**config.mk**
```make
export PLATFORM = sky130hd
export DESIGN_NAME = tsrm_cell
export DESIGN_NICKNAME = d
export VERILOG_FILES = /design/src/two_sided_request_matcher_macros.svh /design/src/tsrm_pkg.sv /design/src/tsrm_cell.sv
export SDC_FILE = /design/constraint.sdc
export NUM_CORES = 1
export LEC_CHECK = 0
export BUFFER_PORTS_ARGS = -buffer_cell sky130_fd_sc_hd__buf_4
export CAP_MARGIN = 40
export CORE_AREA = 2 2 166 168
export CTS_CLUSTER_DIAMETER = 80
export DETAILED_ROUTE_END_ITERATION = 7
export DIE_AREA = 0 0 168 170
export PLACE_DENSITY_LB_ADDON = 0.3
export SETUP_SLACK_MARGIN = 0.2
export SKIP_LAST_GASP = 1
export SLEW_MARGIN = 20
export SYNTH_ARGS = -nofsm -noshare
export SYNTH_HDL_FRONTEND = slang
export SYNTH_SLANG_ARGS = --single-unit
```
**constraint.sdc**
```tcl
create_clock -name clock -period 4.15 [get_ports clock]
set_input_delay 0.2075 -clock clock [delete_from_list [all_inputs] [get_ports clock]]
set_output_delay 0.2075 -clock clock [all_outputs]
set_load 0.02 [all_outputs]
```
**src/two_sided_request_matcher_macros.svh**
```systemverilog
// Assertion macros for the two-sided request matcher.
// Included by the top level, which carries the concurrent assertions; needs no package.
`ifndef TWO_SIDED_REQUEST_MATCHER_MACROS_SVH
`define TWO_SIDED_REQUEST_MATCHER_MACROS_SVH

// Same-cycle implication, disabled while reset is high.
`define TSRM_ASSERT_NOW(label, clk, rst, ante, cons, msg) \
   label: assert property (@(posedge clk) disable iff (rst) (ante) |-> (cons)) \
      else $error(msg);

// Next-cycle implication, disabled while reset is high.
`define TSRM_ASSERT_NEXT(label, clk, rst, ante, cons, msg) \
   label: assert property (@(posedge clk) disable iff (rst) (ante) |=> (cons)) \
      else $error(msg);

`endif

```
**src/tsrm_pkg.sv**
```systemverilog
// Shared types and constants of the two-sided request matcher.
// Used by tsrm_cell and the top level; depends on nothing.
`default_nettype none

package tsrm_pkg;

   localparam int QUEUE_DEPTH_DEFAULT = 256;

   localparam int DATE_W   = 30;
   localparam int PERSON_W = 40;
   localparam int TITLE_W  = 64;
   localparam int STATUS_W = 2;

   localparam logic [STATUS_W-1:0] STATUS_QUEUED  = 2'd0;
   localparam logic [STATUS_W-1:0] STATUS_MATCHED = 2'd1;
   localparam logic [STATUS_W-1:0] STATUS_DROPPED = 2'd2;

   localparam logic SIDE_A = 1'b0;

   // One pending request as held in a table cell.
   typedef struct packed {
      logic                side;
      logic [PERSON_W-1:0] person;
      logic [TITLE_W-1:0]  title;
   } entry_type;

   // Control broadcast from the sequencer to every cell.
   typedef struct packed {
      logic cmp_en;   // latch the match flag against the incoming word
      logic upd_en;   // apply removal or append
      logic no_hit;   // no cell matched the current word
   } cell_ctrl_type;

   typedef enum logic [1:0] {
      ST_IDLE = 2'b01,
      ST_UPD  = 2'b10
   } state_type;

endpackage

`default_nettype wire

```
**src/tsrm_cell.sv**
```systemverilog
// One cell of the pending-request table: storage, match compare, shift and append.
// Depends on tsrm_pkg.
`default_nettype none

module tsrm_cell (
   input  wire                           clock,
   input  wire                           reset,
   input  wire tsrm_pkg::cell_ctrl_type  ctrl,
   input  wire tsrm_pkg::entry_type      cmp_entry,
   input  wire tsrm_pkg::entry_type      new_entry,
   input  wire                           shift,
   input  wire                           prev_valid,
   input  wire                           nxt_valid,
   input  wire tsrm_pkg::entry_type      nxt_entry,
   output logic                          valid,
   output tsrm_pkg::entry_type           entry,
   output logic                          hit
);

   logic                valid_ff, valid_in;
   tsrm_pkg::entry_type entry_ff, entry_in;
   logic                hit_ff, hit_in;
   logic                match_now;
   logic                append;

   // A pending entry matches when sides differ, titles agree and persons differ.
   assign match_now = valid_ff && (entry_ff.side != cmp_entry.side) &&
                      (entry_ff.person != cmp_entry.person) &&
                      (entry_ff.title == cmp_entry.title);

   // The first empty cell takes a word that found no partner.
   assign append = ctrl.no_hit && !valid_ff && prev_valid;

   always_comb begin
      hit_in   = ctrl.cmp_en ? match_now : hit_ff;
      valid_in = valid_ff;
      entry_in = entry_ff;
      if (ctrl.upd_en) begin
         if (shift) begin
            valid_in = nxt_valid;
            entry_in = nxt_entry;
         end else if (append) begin
            valid_in = 1'b1;
            entry_in = new_entry;
         end
      end
   end

   always_ff @(posedge clock) begin
      if (reset) begin
         valid_ff <= 1'b0;
         hit_ff   <= 1'b0;
      end else begin
         valid_ff <= valid_in;
         hit_ff   <= hit_in;
      end
   end

   always_ff @(posedge clock) begin
      entry_ff <= entry_in;
   end

   assign valid = valid_ff;
   assign entry = entry_ff;
   assign hit   = hit_ff;

endmodule

`default_nettype wire

```
==> impl_metrics.yaml, run 1 <==
synth:
  syn-num-nets: 718
  synth_top_area_share_pct: 55.6
  avgSynthCellArea_um2: 14.4
  synth-seq-cells: 107
  synthCells: 395
  synth_area_leaders: "edfxtp_1 56%, mux2_2 21%, xor2_1 8.2%"
  synth_area_um2: 5670
  ys_seq_area_share_pct: 56.3
  synth_cell_types: 26
  synth_area_leader_cell: "edfxtp_1"
  yosys_warnings: 0
clock_network:
  root_buffer: "clkbuf_16"
  clk_latency_ps: 360
  cts-resized-gates: 0
  cts_tree: "built"
  cts_buffers: 9
  htree_levels: 3
  clock_sinks: 107
  clkTransAtPathRegs_ps: 80
  cts_hold_buf: 0
  clockBufferDepth: 2
  cts_setup_buffers: 0
placed_design:
  placed_cell_area_um2: 9320
  gp_congestion: 0.793
  numPortBuffers: 429
  place.detailed.hpwl_mm: 18.7
power_and_ir_drop:
  power_density_nw_per_um2: 297
  leakage_nw: 4.11
  vdd_ir_drop_max_mv: 0.118
worst_setup_path:
  setup.worst_path.start_class: "flop"
  cpPeakStageDelay_ps: 560
  crit_path_cell_trace: "nor2b_1 -> a2111o_1 -> nor4_1 -> nand4_1 -> or4_1 -> a22oi_1"
  critPathSlowestCell: "or4_1"
  cp.required_ps: 4430
  cp_max_fo: 3
  path_class: "reg -> reg"
  cp-end-kind: "flop"
  cp.arrival_ps: 2540
min_path:
  min_path_type: "in -> reg"
floorplanning:
  dieArea_um2: 28600
  chipHeight_um: 170
  core_area_um2: 26700
  fp.dieW_um: 168
  pin_count: 430
  row_count: 60
  initial_utilization_pct: 21.3
outcome:
  status: "finished, final reports clean"
routing:
  wirelength_mm: 22.2
  first_pass_iters: 4
  drtIter0Drc: 151
  wl_per_cell_um: 19.0
  drc_errors: 0
  dr_total_vias: 4853
  ant_nets: 0
  via_per_inst: 4.13
timing:
  maxSlewViolCount: 0
  period_share_pct: 54.6
  fin_skew_ps: 13.3
  hold_viol: 0
  setup_viol: 0
  period_needed_ps: 2270
  maxSlewHeadroom_pct: 47.0
  worst_pin_slew_ps: 796
  rsz0062_at_grt: "false"
  fin_tns_setup_ps: 0
  timing.fmax_ghz: 0.441
grt:
  grt_pass1_vias: 5223
  grt_pass1_wl_mm: 31.4
  track_usage_pct: 15.0
  antenna_found_initial: 3
  overflow: 0
  grt_max_degree: 58
finish:
  fin_nets: 1149
  final_util_pct: 36.1
  area_growth_pct: 69.3
  drive_above_1_share_pct: 66.7
  stdcell_area_um2: 9610
job:
  drv_cap: 0
==> routing by layer <==
metal	wire, um	GRT usage, %	vias up
met4	128	2.65	2
met1	7720	15.1	2249
li1	-	-	2347
met2	12300	29.3	246
met5	13	0	-
met3	2120	5.95	9
==> placed cells by master (no fill, tap or decap), types with 4 or more instances in the layout <==
| master | n |
|---|---|
| inv_1 | 16 |
| o22ai_1 | 6 |
| edfxtp_1 | 105 |
| buf_4 | 431 |
| xor2_1 | 53 |
| nor2_1 | 4 |
| nand4_1 | 12 |
| nor4_1 | 17 |
| nand2_1 | 5 |
| mux2_2 | 105 |
| xnor2_1 | 35 |
| clkbuf_16 | 9 |
==> flip-flops by register name, summed over array words and instances (netlist names) <==
register	flops
entry	105
hit	1
valid	1
==> cell usage after synthesis <==
library cell,number
o22ai_1,6
nand2_1,5
nor2_1,4
dfxtp_1,2
nor2b_1,3
o2bb2ai_1,3
xnor2_1,35
a2111o_1,1
o2111ai_1,1
edfxtp_1,105
clkbuf_1,11
nand3b_1,1
nor3_1,3
mux2_2,105
or4_1,2
nand3_1,2
a22oi_1,1
a221o_1,1
buf_1,1
nand4_1,12
nand2b_1,1
xor2_1,53
nor4_1,17
inv_1,16
a22o_1,3
o21a_1,1
==> cell type report <==
| class | count | area [um2] |
|---|---|---|
| fill | 2678 | 17000 |
| timing repair buffer | 432 | 3260 |
| multi-input combinational | 260 | 2380 |
| sequential | 107 | 3190 |
| inverter | 16 | 60.1 |
| clock inverter | 7 | 58.8 |
| antenna | 2 | 5.00 |
| tap | 341 | 427 |
| clock buffer | 9 | 225 |
==> cell families (layout without fill, tap and decap cells) <==
logic type / count (synthesis) / count (layout) / synth area share [%]
AOI/OAI and AO/OA: 17 / 17 / 2.38
xor gates and xnor gates: 88 / 88 / 13.6
buffers and inverters: 28 / 464 / 1.85
DFF: 107 / 107 / 56.3
muxes: 105 / 105 / 20.8
other: 0 / 2 / 0
and+or+nand+nor: 50 / 50 / 5.07
==> path summary, 6_finish.rpt <==
check,from,to,slack [ps],cells past startpoint
min reg2reg,valid$_SDFFE_PP0P_,valid$_SDFFE_PP0P_,550,2
min,reset,valid$_SDFFE_PP0P_,30,2
max,entry[46]$_DFFE_PP_,hit$_SDFFE_PP0P_,1880,6
max reg2reg,entry[46]$_DFFE_PP_,hit$_SDFFE_PP0P_,1880,6
==> power by group <==
group | total [mW] | switching (mW) | leakage [nW] | internal [mW]
registers | 1.32 | 0.0457 | 1.01 | 1.27
clock network | 0.858 | 0.439 | 0.139 | 0.420
logic | 0.674 | 0.279 | 2.96 | 0.395
==> critical path, delay by kind of cell, from the launching register on <==
family,cells,cell delay [ps]
AOI/OAI and AO/OA,2,540
DFF,1,400
and+or+nand+nor,4,1250
==> stage by stage <==
step	setup WS, ps	power [mW]	hold slack [ps]	std cells
detailed placement	1790	2.03	395	1156
floorplan	482	1.62	287	395
CTS	1770	2.91	10.1	1172
global placement	1840	2.02	394	1156
global route	1730	2.99	13.3	1173
finish	1880	2.85	32.3	1174
(Power assumes the default switching activity.)
==> run 2: changes to the inputs <==
==> constraint.sdc (replaced) <==
create_clock -name clock -period 2.3 [get_ports clock]
set_input_delay 0.115 -clock clock [delete_from_list [all_inputs] [get_ports clock]]
set_output_delay 0.115 -clock clock [all_outputs]
set_load 0.02 [all_outputs]
==> impl_metrics.yaml, run 2 (synthesis results as in run 1) <==
power_and_ir_drop:
  power_density_nw_per_um2: 527
  vdd_ir_drop_max_mv: 0.215
  p_total_mw: 5.15
  leakage_nw: 4.18
worst_setup_path:
  cp_max_fo: 2
  path_class: "reg -> reg"
  setup.worst_path.start_class: "flop"
  cp.required_ps: 2580
  cp-end-kind: "flop"
  cp.arrival_ps: 2350
timing:
  hold_viol: 0
  rsz0062_at_grt: "true"
  fin_skew_ps: 8.16
  maxSlewHeadroom_pct: 62.5
  timing.fmax_ghz: 0.485
  worst_pin_slew_ps: 557
  fin_tns_setup_ps: 0
  period_share_pct: 89.7
  maxSlewViolCount: 0
  setup_viol: 0
  period_needed_ps: 2060
  finalWorstSetupSlack_ps: 238
  hold_ws_ps: 19.7
placed_design:
  gp_congestion: 0.777
  dp_cells: 1165
  pre_cts_ws_ps: 99.0
  numPortBuffers: 429
  place.detailed.hpwl_mm: 18.4
grt:
  track_usage_pct: 15.0
  overflow: 0
  grt_pass1_wl_mm: 31.6
  antenna_found_initial: 2
  grt_max_degree: 59
  grt_pass1_vias: 5335
routing:
  wirelength_mm: 22.0
  wl_per_cell_um: 18.6
  dr_total_vias: 4929
  ant_nets: 0
  via_per_inst: 4.16
  drtIter0Drc: 167
  drc_errors: 0
  first_pass_iters: 4
floorplanning:
  core_area_um2: 26700
  chipHeight_um: 170
  row_count: 60
  initial_utilization_pct: 21.3
  pin_count: 430
  fp.dieW_um: 168
  dieArea_um2: 28600
min_path:
  min_path_type: "in -> reg"
clock_network:
  clk_latency_ps: 360
  cts_buffers: 9
  root_buffer: "clkbuf_16"
  clkTransAtPathRegs_ps: 70
  cts_tree: "built"
  clock_sinks: 107
  htree_levels: 3
  clockBufferDepth: 2
finish:
  drive_above_1_share_pct: 67.5
  final_cell_mix: "438 x buf_4, 105 x mux2_2, 105 x edfxtp_1"
  fin_nets: 1161
  area_growth_pct: 72.1
  finalNonFillerCells: 1186
  largest_register_ffs: 105
  final_common_cell: "buf_4"
job:
  drv_cap: 0
outcome:
  status: "finished, final reports clean"
-- run 2: where the power goes --
group	total, mW	internal (mW)	switching, mW	leakage, nW
Sequential	2.38	2.30	0.0847	1.01
Clock	1.53	0.739	0.786	0.127
Combinational	1.24	0.734	0.510	3.05
-- run 2: repair_timing --
item,in CTS,in global routing
hold buffers,1,0
endpoints found under the setup margin,1,1
hold endpoints to repair,1,0
setup buffers,1,1
pin swaps,6,1
resized for setup,3,3
-- run 2: routing by layer --
| metal | GRT usage, % | vias to the layer above | part of all wire, % | wire [um] |
|---|---|---|---|---|
| met5 | 0 | - | 0 | 0 |
| met4 | 3.63 | 0 | 1.5 | 328 |
| met3 | 5.23 | 15 | 8.8 | 1940 |
| met2 | 27.5 | 260 | 53 | 11600 |
| met1 | 16.5 | 2285 | 37 | 8150 |
| li1 | - | 2369 | - | - |
-- run 2: cell type report --
type / count / area [um2]
fill: 2655 / 16900
timing repair buffer: 444 / 3400
sequential: 107 / 3190
multi-input combinational: 260 / 2410
tap: 341 / 427
clock buffer: 10 / 229
inverter: 16 / 60.1
clock inverter: 6 / 41.3
antenna: 2 / 5.00
-- run 2: per-stage QoR --
step / area (um2) / util (%)
3_5_place_dp: 9440 / 35.4
5_1_grt: 9770 / 36.6
6_report: 9770 / 36.6
3_3_place_gp: 9440 / 35.4
4_1_cts: 9740 / 36.6
2_1_floorplan: 5680 / -
-- run 2: path summary, 6_finish.rpt --
check,startpoint,to,slack (ps),depth (start not counted)
min,nxt_valid,valid$_SDFFE_PP0P_,20,3
max reg2reg,entry[23]$_DFFE_PP_,hit$_SDFFE_PP0P_,240,6
max,entry[23]$_DFFE_PP_,hit$_SDFFE_PP0P_,240,6
min reg2reg,valid$_SDFFE_PP0P_,valid$_SDFFE_PP0P_,550,2
-- run 2: critical path, cell delays in order, from the launching register on --
cell and delay (ps):
edfxtp_1 360, inv_1 70, a22o_1 210, a221o_1 270, or4_4 410, or4_4 550, a22oi_2 130
