## config.mk

```make
export PLATFORM = sky130hd
export DESIGN_NAME = tsrm_prefix
export DESIGN_NICKNAME = d
export VERILOG_FILES = /design/src/two_sided_request_matcher_macros.svh /design/src/tsrm_prefix.sv
export SDC_FILE = /design/constraint.sdc
export NUM_CORES = 1
export LEC_CHECK = 0
export BUFFER_PORTS_ARGS = -buffer_cell sky130_fd_sc_hd__clkbuf_2
export CAP_MARGIN = 5
export CELL_PAD_IN_SITES_DETAIL_PLACEMENT = 0
export CELL_PAD_IN_SITES_GLOBAL_PLACEMENT = 1
export CORE_AREA = 3 3 201 203
export DETAILED_ROUTE_END_ITERATION = 8
export DIE_AREA = 0 0 204 206
export GPL_ROUTABILITY_DRIVEN = 0
export PLACE_DENSITY_LB_ADDON = 0.25
export REMOVE_ABC_BUFFERS = 1
export SLEW_MARGIN = 25
export SYNTH_ARGS = -nofsm -noshare
export SYNTH_HDL_FRONTEND = slang
export SYNTH_SLANG_ARGS = --single-unit
```

## constraint.sdc

```tcl
create_clock -name vclk -period 8.2
set_input_delay 0.82 -clock vclk [all_inputs]
set_output_delay 0.82 -clock vclk [all_outputs]
set_load 0.02 [all_outputs]
```

## src/two_sided_request_matcher_macros.svh

```systemverilog
// Assertion macros for the two-sided request matcher.
// Included by the top level, which carries the concurrent assertions; needs no package.
`ifndef TWO_SIDED_REQUEST_MATCHER_MACROS_SVH
`define TWO_SIDED_REQUEST_MATCHER_MACROS_SVH

// Same-cycle implication, disabled while reset is high.
`define TSRM_ASSERT_NOW(label, clk, rst, ante, cons, msg) \
   label: assert property (@(posedge clk) disable iff (rst) (ante) |-> (cons)) \
      else $error(msg);

// Next-cycle implication, disabled while reset is high.
`define TSRM_ASSERT_NEXT(label, clk, rst, ante, cons, msg) \
   label: assert property (@(posedge clk) disable iff (rst) (ante) |=> (cons)) \
      else $error(msg);

`endif

```

## src/tsrm_prefix.sv

```systemverilog
// Inclusive prefix OR over the cells' match flags, in log2(depth) levels.
// Depends on nothing but its parameter.
`default_nettype none

module tsrm_prefix #(
   parameter int QUEUE_DEPTH = 256
) (
   input  wire  [QUEUE_DEPTH-1:0] hits,
   output logic [QUEUE_DEPTH-1:0] any_upto
);

   localparam int LEVELS = $clog2(QUEUE_DEPTH);

   logic [QUEUE_DEPTH-1:0] level [LEVELS+1];

   assign level[0] = hits;

   for (genvar l = 0; l < LEVELS; l++) begin : g_level
      for (genvar i = 0; i < QUEUE_DEPTH; i++) begin : g_bit
         if (i >= (1 << l)) begin : g_or
            assign level[l+1][i] = level[l][i] | level[l][i-(1<<l)];
         end else begin : g_pass
            assign level[l+1][i] = level[l][i];
         end
      end
   end

   assign any_upto = level[LEVELS];

endmodule

`default_nettype wire

```

==> flow_summary.json, run 1 <==
{
  "final_common_cell": "clkbuf_2",
  "worstSetupStartpointType": "input port",
  "cts.repair.resized": 0,
  "numPortBuffers": 512,
  "power.share.switching": 0.6446,
  "hold_ws_ps": 1918,
  "die_w_um": 204,
  "crit_path_end_kind": "output pin",
  "p_comb_frac": 1.000,
  "yosysUniqueCellTypes": 37,
  "place_inst": 1921,
  "vdd_drop_max_uv": 8.909,
  "via_per_inst": 5.025,
  "drt_iter0_markers": 625,
  "min_period_ps": 5435,
  "dieArea_um2": 42020,
  "final_area_um2": 8040,
  "fin_cells": 1922,
  "first_pass_iters": 7,
  "drc_errors": 0,
  "vias": 9659,
  "min_to": "any_upto[0]",
  "p_int_mw": 0.06538,
  "syn_to_final_growth_pct": 71.45,
  "cap_violations": 0,
  "nNetsFinal": 1661,
  "placed_cell_area_um2": 8023,
  "finalWorstSetupSlack_ps": 2765,
  "ys_warn_count": 0,
  "fp.dieH_um": 206,
  "crit_type": "input port to output pin",
  "rows": 72,
  "min_path_cells": 2,
  "setup-violations-final": 0,
  "synth.cell_area_um2": 4689,
  "arrival_ps": 4620,
  "p_seq_frac": 0,
  "nFillCells": 4652,
  "hp-class": "input port to output pin",
  "routedWlPerCell_um": 27.02,
  "ys_seq_area_frac": 0,
  "outcome": "complete, no violations",
  "flops_and_latches": 0,
  "initial_core_util": 0.1213,
  "postCtsSetupBuffers": 0,
  "fin_crit_sh": 0.6629,
  "syn_avg_cell_area_um2": 5.329,
  "p_total_mw": 0.1840,
  "fmax_mhz": 184.0,
  "cts_hold_buf": 0,
  "syn_inst": 880,
  "grt_max_degree": 14,
  "hpwl_um": 47360,
  "grtUsageTotal": 0.2299,
  "cellLeakagePower_nw": 2.774,
  "worstPathRequired_ps": 7380,
  "first_global_vias": 9764,
  "hp-start": "hits[0]",
  "utilization": 0.2080,
  "slew_viol_final": 0,
  "drive_above_1_share": 0.4163,
  "antenna_found_initial": 3,
  "worst_pin_slew_ps": 1070,
  "pwr-share-clk": 0,
  "relSlewSlack": 0.2801,
  "core_area_um2": 38650,
  "tns_ps": 0,
  "io_pins": 512,
  "ant_nets": 0,
  "rsz0062_at_grt": "no",
  "power.switching_mw": 0.1186,
  "power_per_cell_area_nw_per_um2": 22.88,
  "clock_buffers": 0,
  "critPathMaxFanout": 10,
  "seqCellArea_um2": 0,
  "final_cell_mix": "clkbuf_2 (512), nor2_1 (155), nand2_1 (141)",
  "hold_viol": 0,
  "grt_overflow": 0,
  "routed_wl_um": 51930,
  "grt_pass1_wl_um": 70940,
  "dp_slack_ps": 2815
}
==> worst max path at each step <==
| stage | slack, ps | endpoint | from |
|---|---|---|---|
| after floorplan | 3450 | any_upto[65] | hits[12] |
| after global placement | 2930 | any_upto[147] | hits[41] |
| after detailed placement | 2810 | any_upto[252] | hits[48] |
| after CTS | 2800 | any_upto[252] | hits[48] |
| after global routing | 2590 | any_upto[147] | hits[69] |
| final | 2760 | any_upto[147] | hits[76] |
==> power by group through the flow <==
stage | clock, mW | sequential, mW | combinational, mW
2_1_floorplan | 0 | 0 | 0.0442
3_3_place_gp | 0 | 0 | 0.181
3_5_place_dp | 0 | 0 | 0.182
4_1_cts | 0 | 0 | 0.182
5_1_grt | 0 | 0 | 0.198
6_report | 0.0000000163 | 0 | 0.184
==> kinds of logic (layout without fill, tap and decap cells) <==
| family | after synthesis | after routing | synth area share |
|---|---|---|---|
| buf+inv | 50 | 573 | 0.04109 |
| other cells | 0 | 1 | 0 |
| simple gates | 830 | 830 | 0.9589 |
==> synth_stat cells, drive strengths merged <==
| library cell | number | share of area |
|---|---|---|
| nand4b | 13 | 0.024 |
| or4 | 19 | 0.031 |
| nand3b | 8 | 0.013 |
| clkbuf | 7 | 0.0056 |
| nor3b | 3 | 0.0048 |
| nor4 | 116 | 0.18 |
| nand3 | 98 | 0.10 |
| nand2 | 143 | 0.12 |
| and3b | 1 | 0.0019 |
| or2 | 19 | 0.025 |
| and4b | 1 | 0.0021 |
| nor2b | 3 | 0.0040 |
| inv | 41 | 0.033 |
| or3b | 2 | 0.0037 |
| nor3 | 96 | 0.11 |
| nor4bb | 2 | 0.0043 |
| nor4b | 2 | 0.0037 |
| nand4bb | 1 | 0.0024 |
| and4 | 13 | 0.024 |
| or3 | 30 | 0.040 |
| and2 | 7 | 0.0093 |
| buf | 2 | 0.0027 |
| and3 | 14 | 0.019 |
| nor2 | 157 | 0.13 |
| nand4 | 74 | 0.10 |
| nand2b | 8 | 0.011 |
==> final cells by class <==
type | count | area [um2] | area share
Inverter | 41 | 153.9 | 0.01914
Multi-Input combinational cell | 830 | 4523 | 0.5626
Antenna cell | 1 | 2.502 | 0.0003112
Timing Repair Buffer | 532 | 2713 | 0.3374
Tap cell | 518 | 648.1 | 0.08061
==> layer usage <==
| metal | part of all wire | routed length, um | global-route usage | vias up |
|---|---|---|---|---|
| li1 | - | - | - | 4424 |
| met1 | 0.37 | 19280 | 0.2558 | 4622 |
| met2 | 0.51 | 26670 | 0.4442 | 543 |
| met3 | 0.087 | 4513 | 0.05072 | 64 |
| met4 | 0.027 | 1421 | 0.05186 | 6 |
| met5 | 0.00079 | 41 | 0 | - |
==> critical path: stages <==
cell	delay (ps)
clkbuf_2	130
nor4_1	640
nand4_1	400
nor4_1	1000
and3_1	380
and2_1	260
inv_2	60
nor2_2	530
nand4_1	170
clkbuf_2	240
Note: power is estimated with default switching activity, not from simulation.
==> run 2: changes to the inputs <==
--- a/config.mk
+++ b/config.mk
@@ -9,9 +9,9 @@
 export CAP_MARGIN = 5
 export CELL_PAD_IN_SITES_DETAIL_PLACEMENT = 0
 export CELL_PAD_IN_SITES_GLOBAL_PLACEMENT = 1
-export CORE_AREA = 3 3 201 203
+export CORE_AREA = 3 3 198 200
 export DETAILED_ROUTE_END_ITERATION = 8
-export DIE_AREA = 0 0 204 206
+export DIE_AREA = 0 0 201 203
 export GPL_ROUTABILITY_DRIVEN = 0
 export PLACE_DENSITY_LB_ADDON = 0.25
 export REMOVE_ABC_BUFFERS = 1
==> constraint.sdc (replaced) <==
create_clock -name vclk -period 4.45
set_input_delay 0.445 -clock vclk [all_inputs]
set_output_delay 0.445 -clock vclk [all_outputs]
set_load 0.02 [all_outputs]
==> run 2 against run 1 <==
  * Core utilization increased by 1.4 points
  * Final area increased by 4.0%
  * Die area decreased by 2.9%
  * Global-route usage increased by 0.83 points
  * Routed wire length decreased by 0.18%
  * Cell count increased by 2.1%
  * Power increased by 91%
  * Critical path depth unchanged
  * Critical endpoint is now any_upto[244]
==> flow_summary.json, run 2 (synthesis results as in run 1) <==
{
  "postCtsSetupBuffers": 0,
  "hold_viol": 0,
  "worstSetupStartpointType": "input port",
  "numPortBuffers": 512,
  "worstPathRequired_ps": 4010,
  "dieArea_um2": 40800,
  "drt_iter0_markers": 565,
  "min_to": "any_upto[0]",
  "worst_pin_slew_ps": 882.6,
  "vdd_drop_max_uv": 16.19,
  "relSlewSlack": 0.4062,
  "first_pass_iters": 5,
  "crit_path_top_delay_cell": "or4_4",
  "crit_type": "input port to output pin",
  "routed_wl_um": 51840,
  "path_delay_family": "simple AND/OR/NAND/NOR gates",
  "syn_to_final_growth_pct": 78.28,
  "clock_buffers": 0,
  "vias": 9776,
  "final_common_cell": "clkbuf_2",
  "cts.repair.resized": 0,
  "core_area_um2": 37580,
  "rows": 71,
  "grt_pass1_wl_um": 72660,
  "crit_path_end_kind": "output pin",
  "min_path_cells": 2,
  "cpPeakStageDelay_ps": 590,
  "p_total_mw": 0.3517,
  "arrival_ps": 3510,
  "outcome": "complete, no violations",
  "antenna_found_initial": 4,
  "utilization": 0.2225,
  "grt_max_degree": 13,
  "die_w_um": 201,
  "cts_hold_buf": 0,
  "flops_and_latches": 0,
  "final_area_um2": 8361,
  "nNetsFinal": 1707,
  "final_cell_mix": "clkbuf_2 (512), nor2_1 (156), nand2_1 (141)",
  "io_pins": 512,
  "drive_above_1_share": 0.4320,
  "highest_layer": "met5",
  "rsz0062_at_grt": "no",
  "grtUsageTotal": 0.2382,
  "via_per_inst": 4.980,
  "cellLeakagePower_nw": 3.017,
  "placed_cell_area_um2": 8353,
  "seqCellArea_um2": 0,
  "first_global_vias": 10281,
  "wl_met1_um": 19720,
  "setup-violations-final": 0,
  "hpwl_um": 47320,
  "fp.dieH_um": 203,
  "fmax_mhz": 253.1,
  "routedWlPerCell_um": 26.41,
  "hp-start": "hits[0]",
  "cap_violations": 0,
  "drc_errors": 0,
  "hp-class": "input port to output pin",
  "wl_met2_um": 27340,
  "min_period_ps": 3951,
  "dr_wl_met3_um": 3664,
  "cp.depth": 10,
  "initial_core_util": 0.1248,
  "path_cells": "clkbuf_2, nor3_1, nand4_2, nor4_2, nand2_2, nor3_4, inv_2, or4_4, or3_1, clkbuf_2",
  "cp_common_cell": "clkbuf_2",
  "grt_overflow": 0,
  "slew_viol_final": 0,
  "fin_crit_sh": 0.8880,
  "critPathBufInv": 3,
  "tns_ps": 0,
  "power_per_cell_area_nw_per_um2": 42.07,
  "ant_nets": 0,
  "critPathMaxFanout": 6
}
run 2: changes by cell type in the layout (fill, tap and decap cells not counted), sizes merged:
cell / change
buf: +46
diode: +2
run 2: worst max-delay path by stage:
stage	from	end	slack, ps
global placement	hits[63]	any_upto[244]	460
global route	hits[63]	any_upto[244]	320
detailed placement	hits[17]	any_upto[244]	460
CTS	hits[17]	any_upto[244]	450
finish	hits[63]	any_upto[244]	500
floorplan	hits[12]	any_upto[65]	450
run 2: report_power, final:
part	internal (mW)	switching, mW
clock	0.0000000905	0
sequential	0	0
combinational	0.127	0.224
total	0.127	0.224
run 2: area by class of cell:
| cell class | instances | area [um2] |
|---|---|---|
| multi-input cells | 830 | 4502 |
| inverters | 41 | 153.9 |
| diodes | 3 | 7.507 |
| fillers | 4599 | 29220 |
| well taps | 511 | 639.4 |
| repair buffers | 578 | 3058 |
run 2: per-layer routing:
layer,global-route usage,vias to the layer above
met3,0.04473,53
li1,-,4524
met2,0.4659,517
met5,0,-
met1,0.2683,4680
met4,0.04391,2
run 2: stage by stage:
| stage | cells | worst slack (ps) | hold slack, ps |
|---|---|---|---|
| floorplan | 871 | 450.5 | 890.0 |
| finish | 1963 | 498.5 | 1174 |
| global route | 1963 | 317.7 | 1200 |
| detailed placement | 1960 | 455.9 | 1175 |
| CTS | 1960 | 451.5 | 1180 |
| global placement | 1960 | 464.1 | 1167 |
==> run 3: changes to the inputs <==
--- a/config.mk
+++ b/config.mk
@@ -5,13 +5,14 @@
 export SDC_FILE = /design/constraint.sdc
 export NUM_CORES = 1
 export LEC_CHECK = 0
+export ABC_AREA = 1
 export BUFFER_PORTS_ARGS = -buffer_cell sky130_fd_sc_hd__clkbuf_2
 export CAP_MARGIN = 5
 export CELL_PAD_IN_SITES_DETAIL_PLACEMENT = 0
 export CELL_PAD_IN_SITES_GLOBAL_PLACEMENT = 1
-export CORE_AREA = 3 3 198 200
+export CORE_AREA = 3 3 200 202
 export DETAILED_ROUTE_END_ITERATION = 8
-export DIE_AREA = 0 0 201 203
+export DIE_AREA = 0 0 203 205
 export GPL_ROUTABILITY_DRIVEN = 0
 export PLACE_DENSITY_LB_ADDON = 0.25
 export REMOVE_ABC_BUFFERS = 1
==> run 3 against run 2 <==
  * Sequential share of layout area is the same
  * Fmax grew 25%
  * Critical path depth is the same
  * Routed wire length grew 19%
  * Final area grew 24%
  * Non-clock buffer count shrank 66
  * Via count grew 36%
  * Worst setup slack gained 790 ps
  * Worst hold slack lost 16 ps
  * First-iteration DRC count grew 62%
  * Count of clock-buffer cells in the layout is the same
==> flow_summary.json, run 3 <==
{
  "arrival_ps": 2710,
  "nFillCells": 4967,
  "antenna_found_initial": 9,
  "ys_warn_count": 0,
  "drt_iter0_markers": 916,
  "synth.cell_area_um2": 7158,
  "rsz0062_at_grt": "no",
  "setup-violations-final": 0,
  "min_period_ps": 3160,
  "fmax_mhz": 316.5,
  "fin_crit_sh": 0.7100,
  "yosysUniqueCellTypes": 9,
  "hpwl_um": 59380,
  "cts_hold_buf": 0,
  "relSlewSlack": 0.6623,
  "via_per_inst": 4.633,
  "initial_core_util": 0.1861,
  "drive_above_1_share": 0.2405,
  "die_w_um": 203,
  "clock_buffers": 0,
  "cap_violations": 0,
  "crit_type": "input port to output pin",
  "synth_area_leader_cell": "nor2_1",
  "worstSetupStartpointType": "input port",
  "first_global_vias": 13132,
  "cts.repair.resized": 0,
  "slew_viol_final": 0,
  "final_cell_mix": "nor2_1 (856), nand2_1 (768), clkbuf_2 (512)",
  "synthTopCellsByCount": "nor2_1 (856), nand2_1 (768), inv_1 (167)",
  "worstPathRequired_ps": 4010,
  "hold_viol": 0,
  "worst_pin_slew_ps": 504.7,
  "io_pins": 512,
  "synth_top_area_frac": 0.4489,
  "synth.most_common_cell": "nor2_1",
  "flops_and_latches": 0,
  "power_per_cell_area_nw_per_um2": 36.47,
  "grt_pass1_wl_um": 85380,
  "hp-class": "input port to output pin",
  "dieArea_um2": 41620,
  "p_total_mw": 0.3779,
  "synthTopCellsByArea": "nor2_1 (45%), nand2_1 (40%), inv_1 (8.8%)",
  "rows": 72,
  "core_area_um2": 38470,
  "tns_ps": 0,
  "syn_inst": 1847,
  "numPortBuffers": 512,
  "routedWlPerCell_um": 21.46,
  "syn_to_final_growth_pct": 44.78,
  "utilization": 0.2694,
  "crit_path_end_kind": "output pin",
  "grtUsageTotal": 0.2802,
  "grt_overflow": 0,
  "ant_nets": 0,
  "vdd_drop_max_uv": 30.49,
  "first_pass_iters": 7,
  "seqCellArea_um2": 0,
  "routed_wl_um": 61730,
  "postCtsSetupBuffers": 0,
  "ys_seq_area_frac": 0,
  "drc_errors": 0,
  "critPathMaxFanout": 3,
  "vias": 13329,
  "outcome": "complete, no violations",
  "grt_max_degree": 6,
  "syn_avg_cell_area_um2": 3.876,
  "final_common_cell": "nor2_1",
  "nNetsFinal": 2616,
  "multi_input_area_um2": 6524,
  "cellLeakagePower_nw": 3.660,
  "fp.dieH_um": 205
}
[run 3: changes by cell type after synthesis, sizes merged, moves of 30 or more]
cell   previous run  this run
nor4            116         0
nand3            98         0
nand2           143       793
nand4            74         0
nor3             96         0
or3              30         0
nor2            157       886
inv              41       167
[run 3: area by class of cell]
type,instances,area share
Antenna cell,1,0.0002415
Inverter,167,0.06049
Tap cell,518,0.06254
Multi-Input combinational cell,1679,0.6295
Timing Repair Buffer,512,0.2473
[run 3: logic make-up after synthesis]
kind of cell / Yosys count / share of synthesized area
and+or+nand+nor: 1679 / 0.9114
buffers and inverters: 168 / 0.08862
[run 3: critical path, stage by stage]
cell and delay [ps]:
clkbuf_2 150, nor2_1 340, nand2_1 240, nor2_1 390, nand2_1 140, nor2_1 250
nand2_1 110, nor2_1 300, nand2_1 150, clkbuf_2 180
[run 3: path summary, 6_finish.rpt]
| path | startpoint | end | slack (ps) | cells past startpoint |
|---|---|---|---|---|
| worst min-delay path | hits[0] | any_upto[0] | 1160 | 2 |
| worst max-delay path | hits[73] | any_upto[146] | 1290 | 10 |
[run 3: metal layers]
layer	part of all wire	GRT usage	vias to the layer above
met5	0.0013	0	-
met3	0.081	0.05514	100
met4	0.034	0.07696	12
li1	-	-	6428
met2	0.49	0.5094	675
met1	0.40	0.3351	6114
[run 3: stage by stage]
step / setup slack [ps] / instances / cell area, um2 / hold slack [ps]
after floorplan: 2273 / 1846 / 7151 / 890.0
after detailed placement: 1270 / 2876 / 10360 / 1162
after global placement: 1257 / 2876 / 10360 / 1152
after global routing: 1229 / 2877 / 10360 / 1167
final: 1290 / 2877 / 10360 / 1158
after CTS: 1265 / 2876 / 10360 / 1164
[run 3: power breakdown]
part	switching (mW)	internal, mW
registers	0	0
logic	0.252	0.126
clock network	0	0.0000000301
